$ cat config.mk
export PLATFORM = sky130hd
export DESIGN_NAME = pst_ram
export DESIGN_NICKNAME = d
export VERILOG_FILES = /design/src/design/assert_macros.svh /design/src/design/pst_ram.sv
export SDC_FILE = /design/constraint.sdc
export NUM_CORES = 1
export LEC_CHECK = 0
export ABC_AREA = 1
export BUFFER_PORTS_ARGS = -buffer_cell sky130_fd_sc_hd__buf_2
export CORE_ASPECT_RATIO = 0.9
export CORE_MARGIN = 5
export CORE_UTILIZATION = 30
export DETAILED_ROUTE_END_ITERATION = 16
export GPL_ROUTABILITY_DRIVEN = 0
export HOLD_SLACK_MARGIN = 0.12
export PLACE_DENSITY_LB_ADDON = 0.3
export SYNTH_ARGS = -nofsm -noshare
export SYNTH_HDL_FRONTEND = slang
export SYNTH_SLANG_ARGS = --single-unit
$ cat constraint.sdc
create_clock -name clk_i -period 1.6 [get_ports clk_i]
set_input_delay 0.24 -clock clk_i [delete_from_list [all_inputs] [get_ports clk_i]]
set_output_delay 0.24 -clock clk_i [all_outputs]
set_load 0.02 [all_outputs]
$ cat src/design/assert_macros.svh
// ----------------------------------------------------------------------------
// Assertion macros
// Concurrent assertion shorthands used by the table core. Compiled to
// nothing when SYNTHESIS is defined.
// ----------------------------------------------------------------------------
`ifndef ASSERT_MACROS_SVH
`define ASSERT_MACROS_SVH

`ifndef SYNTHESIS

// Property must hold at every clock edge outside reset.
`define ASSERT_ALWAYS(lbl, clk, rst_n, prop, msg) \
  lbl: assert property (@(posedge clk) disable iff (!rst_n) prop) else $error(msg);

// Expression must never be true at a clock edge outside reset.
`define ASSERT_NEVER(lbl, clk, rst_n, expr, msg) \
  lbl: assert property (@(posedge clk) disable iff (!rst_n) !(expr)) else $error(msg);

`else

`define ASSERT_ALWAYS(lbl, clk, rst_n, prop, msg)
`define ASSERT_NEVER(lbl, clk, rst_n, expr, msg)

`endif

`endif

$ cat src/design/pst_ram.sv
// ----------------------------------------------------------------------------
// Generic single-write, single-read RAM
// One write port and one read port, read data registered.
// ----------------------------------------------------------------------------
module pst_ram #(
  parameter int unsigned WIDTH = 8,
  parameter int unsigned DEPTH = 16
) (
  input  logic                     clk_i,
  input  logic                     we_i,
  input  logic [$clog2(DEPTH)-1:0] waddr_i,
  input  logic [WIDTH-1:0]         wdata_i,
  input  logic [$clog2(DEPTH)-1:0] raddr_i,
  output logic [WIDTH-1:0]         rdata_o
);

  logic [WIDTH-1:0] mem_q [DEPTH];
  logic [WIDTH-1:0] rdata_q;

  always_ff @(posedge clk_i) begin
    if (we_i) begin
      mem_q[waddr_i] <= wdata_i;
    end
    rdata_q <= mem_q[raddr_i];
  end

  assign rdata_o = rdata_q;

endmodule

# Word level (Yosys, flattened, before mapping)
# Memories as Yosys holds them, arrays and structs flattened. A register that Yosys moved wholly into a read port is not among the register bits.
# Cells that the tools add are included.
[op_classes]
mux = 2
[op_table]
columns = ["operator", "count"]
rows = [
  ["$mux W1", 2],
]
[word_totals]
n_memories = 1
wordCells = 3
ramBits = 128
output_inout_bits = 8
ff_bits = 0
input_bits = 18
[memory_table]
columns = ["name", "words", "word_bits", "rd", "rd_ports_with_merged_regs", "write_ports", "line_no", "rtl"]
rows = [
  ["mem_q", 16, 8, 1, 1, 1, "pst_ram.sv:17", "logic [WIDTH-1:0] mem_q [DEPTH];"],
]

# Longest topological paths before layout
[depth]
depth_word = 2
mapped_depth = 8
depth_no_buf = 7

# Worst setup path after synthesis
# Ideal clock, no wire load.
[synth_timing]
path_type = "in2reg"
start = "input waddr_i[2]"
end = "memory mem_q[10][0], enable pin"
cell_stages = 2
required_time_ps = 1230
arrival_time_ps = 821
path_buffers = 0
path_slack_ps = 409
setup_ps = 370
path_cell_list = "nand3b_1 -> nor2_1"
[synth_lines]
columns = ["element", "line_no", "rtl"]
rows = [
  ["from (decl)", "pst_ram.sv:11", "input logic [$clog2(DEPTH)-1:0] waddr_i,"],
  ["to (decl)", "pst_ram.sv:17", ""],
]
# No word-level cell before the write port.

# Worst setup path in the final report
[layout_timing]
start = "register rdata_q[4] (netlist: rdata_o[4]), read port of mem_q"
end = "output rdata_o[4]"
[layout_lines]
columns = ["element", "line_no", "rtl"]
rows = [
  ["from (decl)", "pst_ram.sv:18", "logic [WIDTH-1:0] rdata_q;"],
  ["to (decl)", "pst_ram.sv:14", "output logic [WIDTH-1:0] rdata_o"],
]
# No word-level cell between the ends.

==> metrics list <==
* # port buffers: 25
- The cell area that synthesis handed to floorplanning was just under 6000 um2.
- First-pass GRT wire length: approximately 22000 um
* Top Family by Delay on Critical Path: flip-flops
* RSZ-0062 raised after global routing: false
- Registers take 4004 um2.
- The layer flagged by global routing as most heavily used is met2.
- Across the VDD grid, the largest voltage drop is ~0.00075 V.
* Mean Syn Cell Area: 10.47 um2
- Count of inserted antenna diode cells: 0
* Relative contribution of sequential cells to total power: 46.8%
- In this run the static leakage power is 2.961 nW.
* Number of maximum-capacitance constraint violations: 0
* Slew HR: 60.02%
* Average routed wire per standard cell: roughly 16 um
* Clock Tree Root: clkbuf_16
- Largest clock skew in the final design: 0.005137 ns
* Pin count of the biggest net entering global routing: 53
- TNS Setup: 0 ns
- Internal power component: 6.749 mW
- Clock tree synthesis inserted a total of 17 buffers.
- Standard cell core area: 19040 um2
- Before antenna repair, the detailed router went through 5 iterations.
- Layout overhead on the synthesized area: 19.64%
* Number of storage elements in the synthesis netlist: 136
* Vertical extent of the die: 141.5 um
- Type of the tightest min-delay check: input port to flip-flop
* Net count, final: just over 600
- Critical path fanouts, max: 1
- CTS tree: done
* Post-synth net total: 569
- In the final layout, the multi-input gates occupy 1214 um2.
* Status: finished clean
* Proportion of power drawn by combinational gates: between 6 and 7%
- Register clock-pin slew on the reported worst setup and hold paths: 0.06 ns
- Dividing the detail-routed via count by the number of cells gives around 4.4.
- DRC: 0
- Net load switching power: 1.825 mW
- After layout, the worst path uses between 70% and 80% of the clock period.
* Part of the Yosys area used for sequential elements: 69.43%
- The worst setup path is captured at an output port.
* Worst R2R Path Depth: 6
* Routed via count: roughly 3800
- CTS hold repair buffers: 0
* Sum of net half-perimeters after detailed placement: 8908 um
- Of the total power, the clock network draws 46.9%.
- The clock reaches the later pin of the worst-skew pair after 0.43 ns.
- Yosys printed 0 warnings.
- Met3 Resource Use GR: approximately 3.7%
* Reg-to-reg critical path endpoint: rdata_o[5]
- Switching part of the total: 21.28%
- For this run, the slowest stage of the critical path takes 0.38 ns.
* DR iter-0 viols: 403
- Routing usage on met1: 19.48%
- Launching element type of the critical path: flip-flop
- Die Width: roughly 160 um
- At the pin with the least slew margin, the transition time is 0.5991 ns.
* Die footprint: 22100 um2
- STA puts the critical path data arrival time at 1.00 ns.
* Power density over the cells: 1243 nW/um2
* Setup violators final: 0
* Antenna viol nets, final: 0
- Library cell contributing the largest single delay on the critical path: dfxtp_1
* H-tree levels: 4
- The worst hold path terminates at rdata_o[4].
* Clock sink count: between 100 and 150
- In the global route stage, overall resource usage came out at 13.61%.
* Via count of the first global-routing pass: 3812
- Counting instances, the worst hold path has a depth of 3.
- Buffers added to address setup during post-CTS repair amount to 0.
* Fill cell total of the finished layout: 1878
* Most frequent standard cell in the layout excluding fill and tap cells: nand2_1
- After synthesis, the netlist uses 12 different library cells.
- Buffer levels on the longest clock path: 2
- # IOs: 26
- Power comes to between 8 and 9 mW.
* Crit Reg-Reg Startpoint: mem_q[11][5]
- FF-to-FF setup slack: 0.58 ns
* Post-CTS Resized: 0
- The number of hold violations in the final report is 0.
* Worst path buffer plus inverter count: 1
* Met2 routing resource usage after global routing: approximately a fifth
- Global routing finished with a remaining overflow of 0.
- The worst path needs 1.240 ns of the cycle, external delays included.
- Fraction of final layout cells sized beyond drive strength 1: between 10% and 20%
* Worst setup path class: flip-flop to output port
- Max-slew violations: 0
* Top library cells by usage in the layout, fill and taps aside: 173 x nand2_1, 128 x edfxtp_1, 100 x inv_1
- The worst hold path begins at raddr_i[3].
- Derived from the worst setup path, the maximum achievable clock frequency is between 800 and 900 MHz.
- The initial utilization of the core area, before any placement, comes to a little under a third.
* Cell-by-cell listing of the critical path: buf_2
- Mapped Cells: 551
- The number of antenna violations at the first check in global routing came to 0.
- Required time worst endpoint: 1.36 ns
* # rows: 48
* Total Routed Length: between 10000 and 15000 um
==> logic make-up (layout without fill, tap and decap cells) <==
kind of cell	count (synthesis)	count (layout)	share of synthesized area, %
flip-flops	136	136	69.43
buffers and inverters	126	184	9.525
AND/OR/NAND/NOR	289	289	21.05
==> worst max path at each step <==
stage | startpoint | endpoint | slack [ns] | cells past startpoint
CTS | rdata_o[4] | rdata_o[4] | 0.35 | 1
floorplan | waddr_i[2] | mem_q[10][0] | 0.41 | 2
detailed placement | raddr_i[2] | rdata_o[5] | 0.15 | 6
finish | rdata_o[4] | rdata_o[4] | 0.36 | 1
global placement | raddr_i[2] | rdata_o[5] | 0.12 | 6
global route | rdata_o[4] | rdata_o[4] | 0.33 | 1
==> power by group through the flow <==
stage / registers (mW) / logic [mW] / clock network, mW
finish: 4.01 / 0.538 / 4.02
global route: 4.02 / 0.602 / 4.23
CTS: 4.01 / 0.547 / 4.09
detailed placement: 4.09 / 0.544 / 0
global placement: 4.09 / 0.539 / 0
floorplan: 4.11 / 0.281 / 0
==> per-layer routing <==
| layer | wire (um) | vias up |
|---|---|---|
| met4 | 269 | 0 |
| met5 | 0 | - |
| li1 | - | 1864 |
| met3 | 675 | 22 |
| met1 | 6895 | 1823 |
| met2 | 6164 | 109 |
==> cell type report <==
class / count / area share, %
Clock inverter: 8 / 1.723
Tap cell: 250 / 4.534
Inverter: 102 / 5.550
Timing Repair Buffer: 50 / 5.441
Multi-Input combinational cell: 289 / 17.59
Sequential cell: 136 / 58.03
Clock buffer: 24 / 7.127
==> registers in the layout, indices dropped and copies added (netlist names) <==
register,cells
mem_q,128
rdata_o,8
==> metrics by stage <==
stage	util, %	instances	setup WS, ns	area, um2	hold slack (ns)
2_1_floorplan	-	551	0.4092	5767	0.3389
3_3_place_gp	33.03	827	0.1182	6289	0.6148
3_5_place_dp	33.03	827	0.1521	6289	0.6071
4_1_cts	36.24	859	0.3493	6899	0.1505
5_1_grt	36.24	859	0.3316	6899	0.1682
6_report	36.24	859	0.3597	6899	0.1752
==> synthesized netlist by cell type <==
library cell	n	share of area (%)
nand3_1	97	8.4
inv_1	100	6.5
inv_2	2	0.13
buf_2	13	1.1
nor2_1	17	1.1
nand2_1	173	11
dfxtp_1	8	2.8
buf_1	1	0.065
edfxtp_1	128	67
nand3b_1	2	0.26
buf_4	4	0.52
buf_6	6	1.2
Note: power is estimated with default switching activity, not from simulation.
