[src/design/assert_macros.svh]
// ----------------------------------------------------------------------------
// Assertion macros
// Concurrent assertion shorthands used by the table core. Compiled to
// nothing when SYNTHESIS is defined.
// ----------------------------------------------------------------------------
`ifndef ASSERT_MACROS_SVH
`define ASSERT_MACROS_SVH

`ifndef SYNTHESIS

// Property must hold at every clock edge outside reset.
`define ASSERT_ALWAYS(lbl, clk, rst_n, prop, msg) \
  lbl: assert property (@(posedge clk) disable iff (!rst_n) prop) else $error(msg);

// Expression must never be true at a clock edge outside reset.
`define ASSERT_NEVER(lbl, clk, rst_n, expr, msg) \
  lbl: assert property (@(posedge clk) disable iff (!rst_n) !(expr)) else $error(msg);

`else

`define ASSERT_ALWAYS(lbl, clk, rst_n, prop, msg)
`define ASSERT_NEVER(lbl, clk, rst_n, expr, msg)

`endif

`endif

[src/design/pst_pkg.sv]
// ----------------------------------------------------------------------------
// Pareto staircase table package
// Field widths, command and status codes and shared types.
// ----------------------------------------------------------------------------
package pst_pkg;

  localparam int unsigned KEY_W    = 48;
  localparam int unsigned BKEY_W   = 50;
  localparam int unsigned VAL_W    = 48;
  localparam int unsigned DELTA_W  = 32;
  localparam int unsigned OFS_W    = 49;
  localparam int unsigned CMD_W    = 2;
  localparam int unsigned STATUS_W = 2;
  localparam int unsigned ENTRY_W  = BKEY_W + VAL_W;

  localparam logic [CMD_W-1:0] CMD_INSERT = 2'd0;
  localparam logic [CMD_W-1:0] CMD_SHIFT  = 2'd1;
  localparam logic [CMD_W-1:0] CMD_QUERY  = 2'd2;

  localparam logic [STATUS_W-1:0] STATUS_DONE      = 2'd0;
  localparam logic [STATUS_W-1:0] STATUS_DOMINATED = 2'd1;
  localparam logic [STATUS_W-1:0] STATUS_FULL      = 2'd2;
  localparam logic [STATUS_W-1:0] STATUS_SATURATED = 2'd3;

  // One stored table entry: biased key above value.
  typedef struct packed {
    logic [BKEY_W-1:0] bkey;
    logic [VAL_W-1:0]  value;
  } entry_t;

  // Offset unit results.
  typedef struct packed {
    logic [BKEY_W-1:0] bkey;
    logic [OFS_W-1:0]  ofs_next;
    logic              sat;
  } ofs_res_t;

endpackage

[src/design/pst_offset_alu.sv]
// ----------------------------------------------------------------------------
// Offset unit
// Biases an incoming key by the global offset and forms the saturated
// offset after a shift.
// ----------------------------------------------------------------------------
module pst_offset_alu (
  input  logic [pst_pkg::OFS_W-1:0]   ofs_i,
  input  logic [pst_pkg::KEY_W-1:0]   key_i,
  input  logic [pst_pkg::DELTA_W-1:0] delta_i,
  output pst_pkg::ofs_res_t           res_o
);

  localparam int unsigned BW = pst_pkg::BKEY_W;
  localparam int unsigned OW = pst_pkg::OFS_W;

  logic [BW-1:0] ofs_ext;
  logic [BW-1:0] sum;
  logic          sat;

  assign ofs_ext = {{(BW-OW){ofs_i[OW-1]}}, ofs_i};
  assign sum     = ofs_ext + {{(BW-pst_pkg::DELTA_W){delta_i[pst_pkg::DELTA_W-1]}}, delta_i};

  // The sum fits the offset range when its two top bits agree.
  assign sat = sum[BW-1] ^ sum[BW-2];

  assign res_o.bkey     = ofs_ext + {{(BW-pst_pkg::KEY_W){key_i[pst_pkg::KEY_W-1]}}, key_i};
  assign res_o.sat      = sat;
  assign res_o.ofs_next = !sat        ? sum[OW-1:0] :
                          sum[BW-1]   ? {1'b1, {(OW-1){1'b0}}} :
                                        {1'b0, {(OW-1){1'b1}}};

endmodule
[config.mk]
export PLATFORM = sky130hd
export DESIGN_NAME = pst_offset_alu
export DESIGN_NICKNAME = d
export VERILOG_FILES = /design/src/design/assert_macros.svh /design/src/design/pst_pkg.sv /design/src/design/pst_offset_alu.sv
export SDC_FILE = /design/constraint.sdc
export NUM_CORES = 1
export LEC_CHECK = 0
export ABC_AREA = 1
export BUFFER_PORTS_ARGS = -buffer_cell sky130_fd_sc_hd__buf_2
export CORE_MARGIN = 4
export CORE_UTILIZATION = 45
export DETAILED_ROUTE_END_ITERATION = 16
export PLACE_DENSITY = 0.72
export SYNTH_ARGS = -nofsm -noshare
export SYNTH_HDL_FRONTEND = slang
export SYNTH_SLANG_ARGS = --single-unit
export TNS_END_PERCENT = 20
[constraint.sdc]
create_clock -name vclk -period 3.18
set_input_delay 0.159 -clock vclk [all_inputs]
set_output_delay 0.159 -clock vclk [all_outputs]
set_load 0.05 [all_outputs]
Yosys cells after proc, flatten, opt, wreduce, memory -nomap -nowiden
Cells that the tools add are included.

word-level totals
  register bits after elaboration = 0
  input port bits = 129
  logic and storage cells = 5
  output and inout bits = 100

operators by class
  $add $sub $neg = 2
  bitwise operators = 1
  multiplexer cells = 2

operators by type and width
  operator                                   number
  49-bit 2-to-1 mux                          2
  49-bit by 32-bit adder with 50-bit output  1
  49-bit by 48-bit adder with 50-bit output  1
  1-bit XOR                                  1

Depth between registers and ports, before layout
  word-level depth = 3
  depth in mapped cells = 19

Worst setup path before layout
Ideal clock, no wire load.

  path type = input -> output
  start point = in ofs_i[0] in the netlist's numbering
  end point = out res_o[35] in the netlist's numbering
  data arrival time = 2.724 ns
  setup slack = 0.297 ns
  stages on the path = 16
  required time = 3.021 ns
  path buffers = 0
  cells stage by stage = ha_1 -> inv_1 -> fa_1 -> inv_1 -> nand2_1 -> nand3_1 -> nand3_1 -> nand2_1 -> nand2_1 -> nand2_1 -> nand2_2 -> nand3_2 -> nand2_2 -> nand2_2 -> nor2_4 -> o21ai_0

RTL lines
  item         line                  source
  from (decl)  pst_offset_alu.sv:7   input logic [pst_pkg::OFS_W-1:0] ofs_i,
  to (decl)    pst_offset_alu.sv:10  output pst_pkg::ofs_res_t res_o

==> out/results.tsv <==
metric	value	unit
cts.hold.buffers_added	0	
place.gp.congestion	1.01	
dieHeight	138	um
numSequentialCells	0	
worst-endpoint-arrival	2.77	ns
placementRows	47	
cp_top_family	buffers and inverters	
finalSetupViolCount	0	
synth_cell_type_count	39	
tightest_slew	0.474	ns
crit_path_max_delay_cell_type	ha_1	
path_type_of_the_worst_min_delay_path	in2out	
outcome	complete, no violations	
detailedRoute.firstPassIterationCount	6	
finalCriticalPeriod	2.93	ns
max_freq	0.342	GHz
gr-usage-all-layers	33.6	%
grt.met3_usage	2.61	%
synth_sequential_area_ratio	0	%
post_drt_via_cell_ratio	5.46	
fp.dieW	138	um
layout.clock_buffers	0	
setup-tns-final	0	ns
initialDrtViolationCount	852	
cts.repair_timing.setup_buffer_count	0	
critPathMaxStageDelay	0.39	ns
yosysWarningCount	0	
port_buffers	229	
post_synthesis_area_per_instance	5.16	um2
mappedNetlistNets	1700	
cell_type_with_the_highest_occurrence_count_on_the_critical_path	a21oi_1	
routed_wire_length_per_instance	17.3	um
timing_worst_setup_path_type	in2out	
antenna_viol_nets_final	0	
worstPathMaxFanout	45	
stdcell_count	1921	
worstSetupEndpointType	output port	
layout-area-overhead-vs-synth	19.1	%
num_io_pins	229	
num_vias	10485	
critical_path.startpoint_type	input pin	
sequential_cell_area	0	um2
start_util	45.8	%
remaining_drc_errors	0	
slew_headroom	68.1	%
power.static_leakage	5.07	nW
p_per_area	369	mW/mm2
worstPathRequired	3.02	ns
num-nets-final	1930	
highest_utilization_routing_layer_at_the_global_route_stage	met2	
use_met2	57.7	%
grt_overflow_total	0	
period_share	92.0	%
largest_net_degree_at_the_start_of_global_routing	46	
max_cap_viol_count	0	
cts.repair.resized	0	
post_dp_hpwl	29800	um
antenna_found_initial	2	
hold_violations	0	
global_route.usage.met1	45.1	%
critical_path.n_buffers_inverters	3	
crit_chain	buf_2 > ha_1 > a21oi_1 > nand2_1 > a21oi_1 > nand2_1 > a21oi_1 > nand3_1 > nand2_2 > nand2_2 > buf_12 > o21ai_0 > buf_2	
final_layout_size_suffix_gt1_share	17.0	%
drt_wl_total	33200	um
grt_first_pass_wirelength	50000	um
syn_area	0.00759	mm2
coreArea	0.0166	mm2
unrepaired_setup_endpoints_after_global_routing	false	
report.final.slew_viol_count	0	
dpl.cell_count	1919	
die_area	0.0190	mm2
peakVddDrop	420	uV
first_global_vias	9768	
synthesized_instance_count	1471	
==> cell usage in the layout, fill, tap and decap left out, types with 2 or more instances in the layout <==
| cell type | count |
|---|---|
| nand2_1 | 475 |
| buf_2 | 229 |
| inv_1 | 209 |
| nor2_1 | 177 |
| a21oi_1 | 116 |
| ha_1 | 98 |
| nand3_1 | 71 |
| o21ai_0 | 67 |
| xor2_1 | 54 |
| o21bai_1 | 26 |
| nand4_1 | 19 |
| nand2_2 | 18 |
| nor3_1 | 17 |
| xnor2_1 | 17 |
| a31oi_1 | 16 |
| inv_2 | 13 |
| o21ai_1 | 12 |
| a21o_1 | 9 |
| nor2_2 | 9 |
| buf_4 | 7 |
| nand3b_1 | 5 |
| nor4_1 | 4 |
| nand3_2 | 4 |
| o211ai_1 | 3 |
| and3_1 | 3 |
| o21a_1 | 3 |
| diode_2 | 2 |
| a21boi_0 | 2 |
| a21oi_2 | 2 |
| nor2_4 | 2 |
| fa_1 | 2 |
| buf_12 | 2 |
==> cells by family (layout without fill, tap and decap cells) <==
family	Yosys count	count (layout)	share of synthesized area [%]
AND/OR/NAND/NOR	807	807	44.1
XOR/XNOR	71	71	8.19
buffers and inverters	233	461	11.9
adder cells (fa/ha/maj)	100	100	16.7
other	0	2	0
AO/OA/AOI/OAI	260	260	19.1
==> final cells by class <==
class                      count  area, um2
antenna                        2       5.00
fill                        1976       7540
inverter                     223        837
multi-input combinational   1238       6690
tap                          220        275
timing repair buffer         238       1240
==> Yosys cell counts, drive strengths merged (2+ instances only) <==
cell / count / area (um2)
nand4: 20 / 131
nor4: 4 / 25.0
inv: 222 / 833
nand2: 493 / 1900
and3: 3 / 18.8
o211ai: 3 / 22.5
a31oi: 16 / 100
xnor2: 17 / 149
nor2: 188 / 743
nor3: 18 / 95.1
ha: 98 / 1230
nand3b: 5 / 37.5
a21oi: 118 / 598
nand3: 75 / 395
a21boi: 3 / 22.5
o21ai: 79 / 395
fa: 2 / 40.0
o21bai: 26 / 195
o21a: 3 / 22.5
buf: 10 / 67.6
xor2: 54 / 473
a21o: 9 / 67.6
==> final timing paths <==
check,start,slack (ns),to,depth (start not counted)
setup / recovery,delta_i[31],0.25,res_o[5],13
hold / removal,key_i[0],0.76,res_o[50],3
==> routing by layer <==
layer / up-vias / part of all wire [%]
met2: 470 / 46
met3: 69 / 7.4
met1: 4716 / 43
li1: 5230 / -
met5: - / 0
met4: 0 / 3.3
==> power breakdown <==
part | switching (mW) | leakage (nW) | total (mW) | internal (mW)
combinational | 2.48 | 5.07 | 3.34 | 0.855
sequential | 0 | 0 | 0 | 0
clock | 0 | 0.0000127 | 0.0000000843 | 0.0000000843
total | 2.48 | 5.07 | 3.34 | 0.855
==> stage by stage <==
step                setup WS (ns)  hold slack [ns]  utilization [%]  total power, mW  cell area (um2)
floorplan                   0.297            0.691                -             2.46             7590
global placement            0.355            0.751             54.5             3.29             9040
detailed placement          0.287            0.753             54.5             3.29             9040
CTS                         0.293            0.756             54.5             3.31             9040
global route               0.0590            0.776             54.5             3.58             9040
finish                      0.254            0.758             54.5             3.34             9040
(Power assumes the default switching activity.)
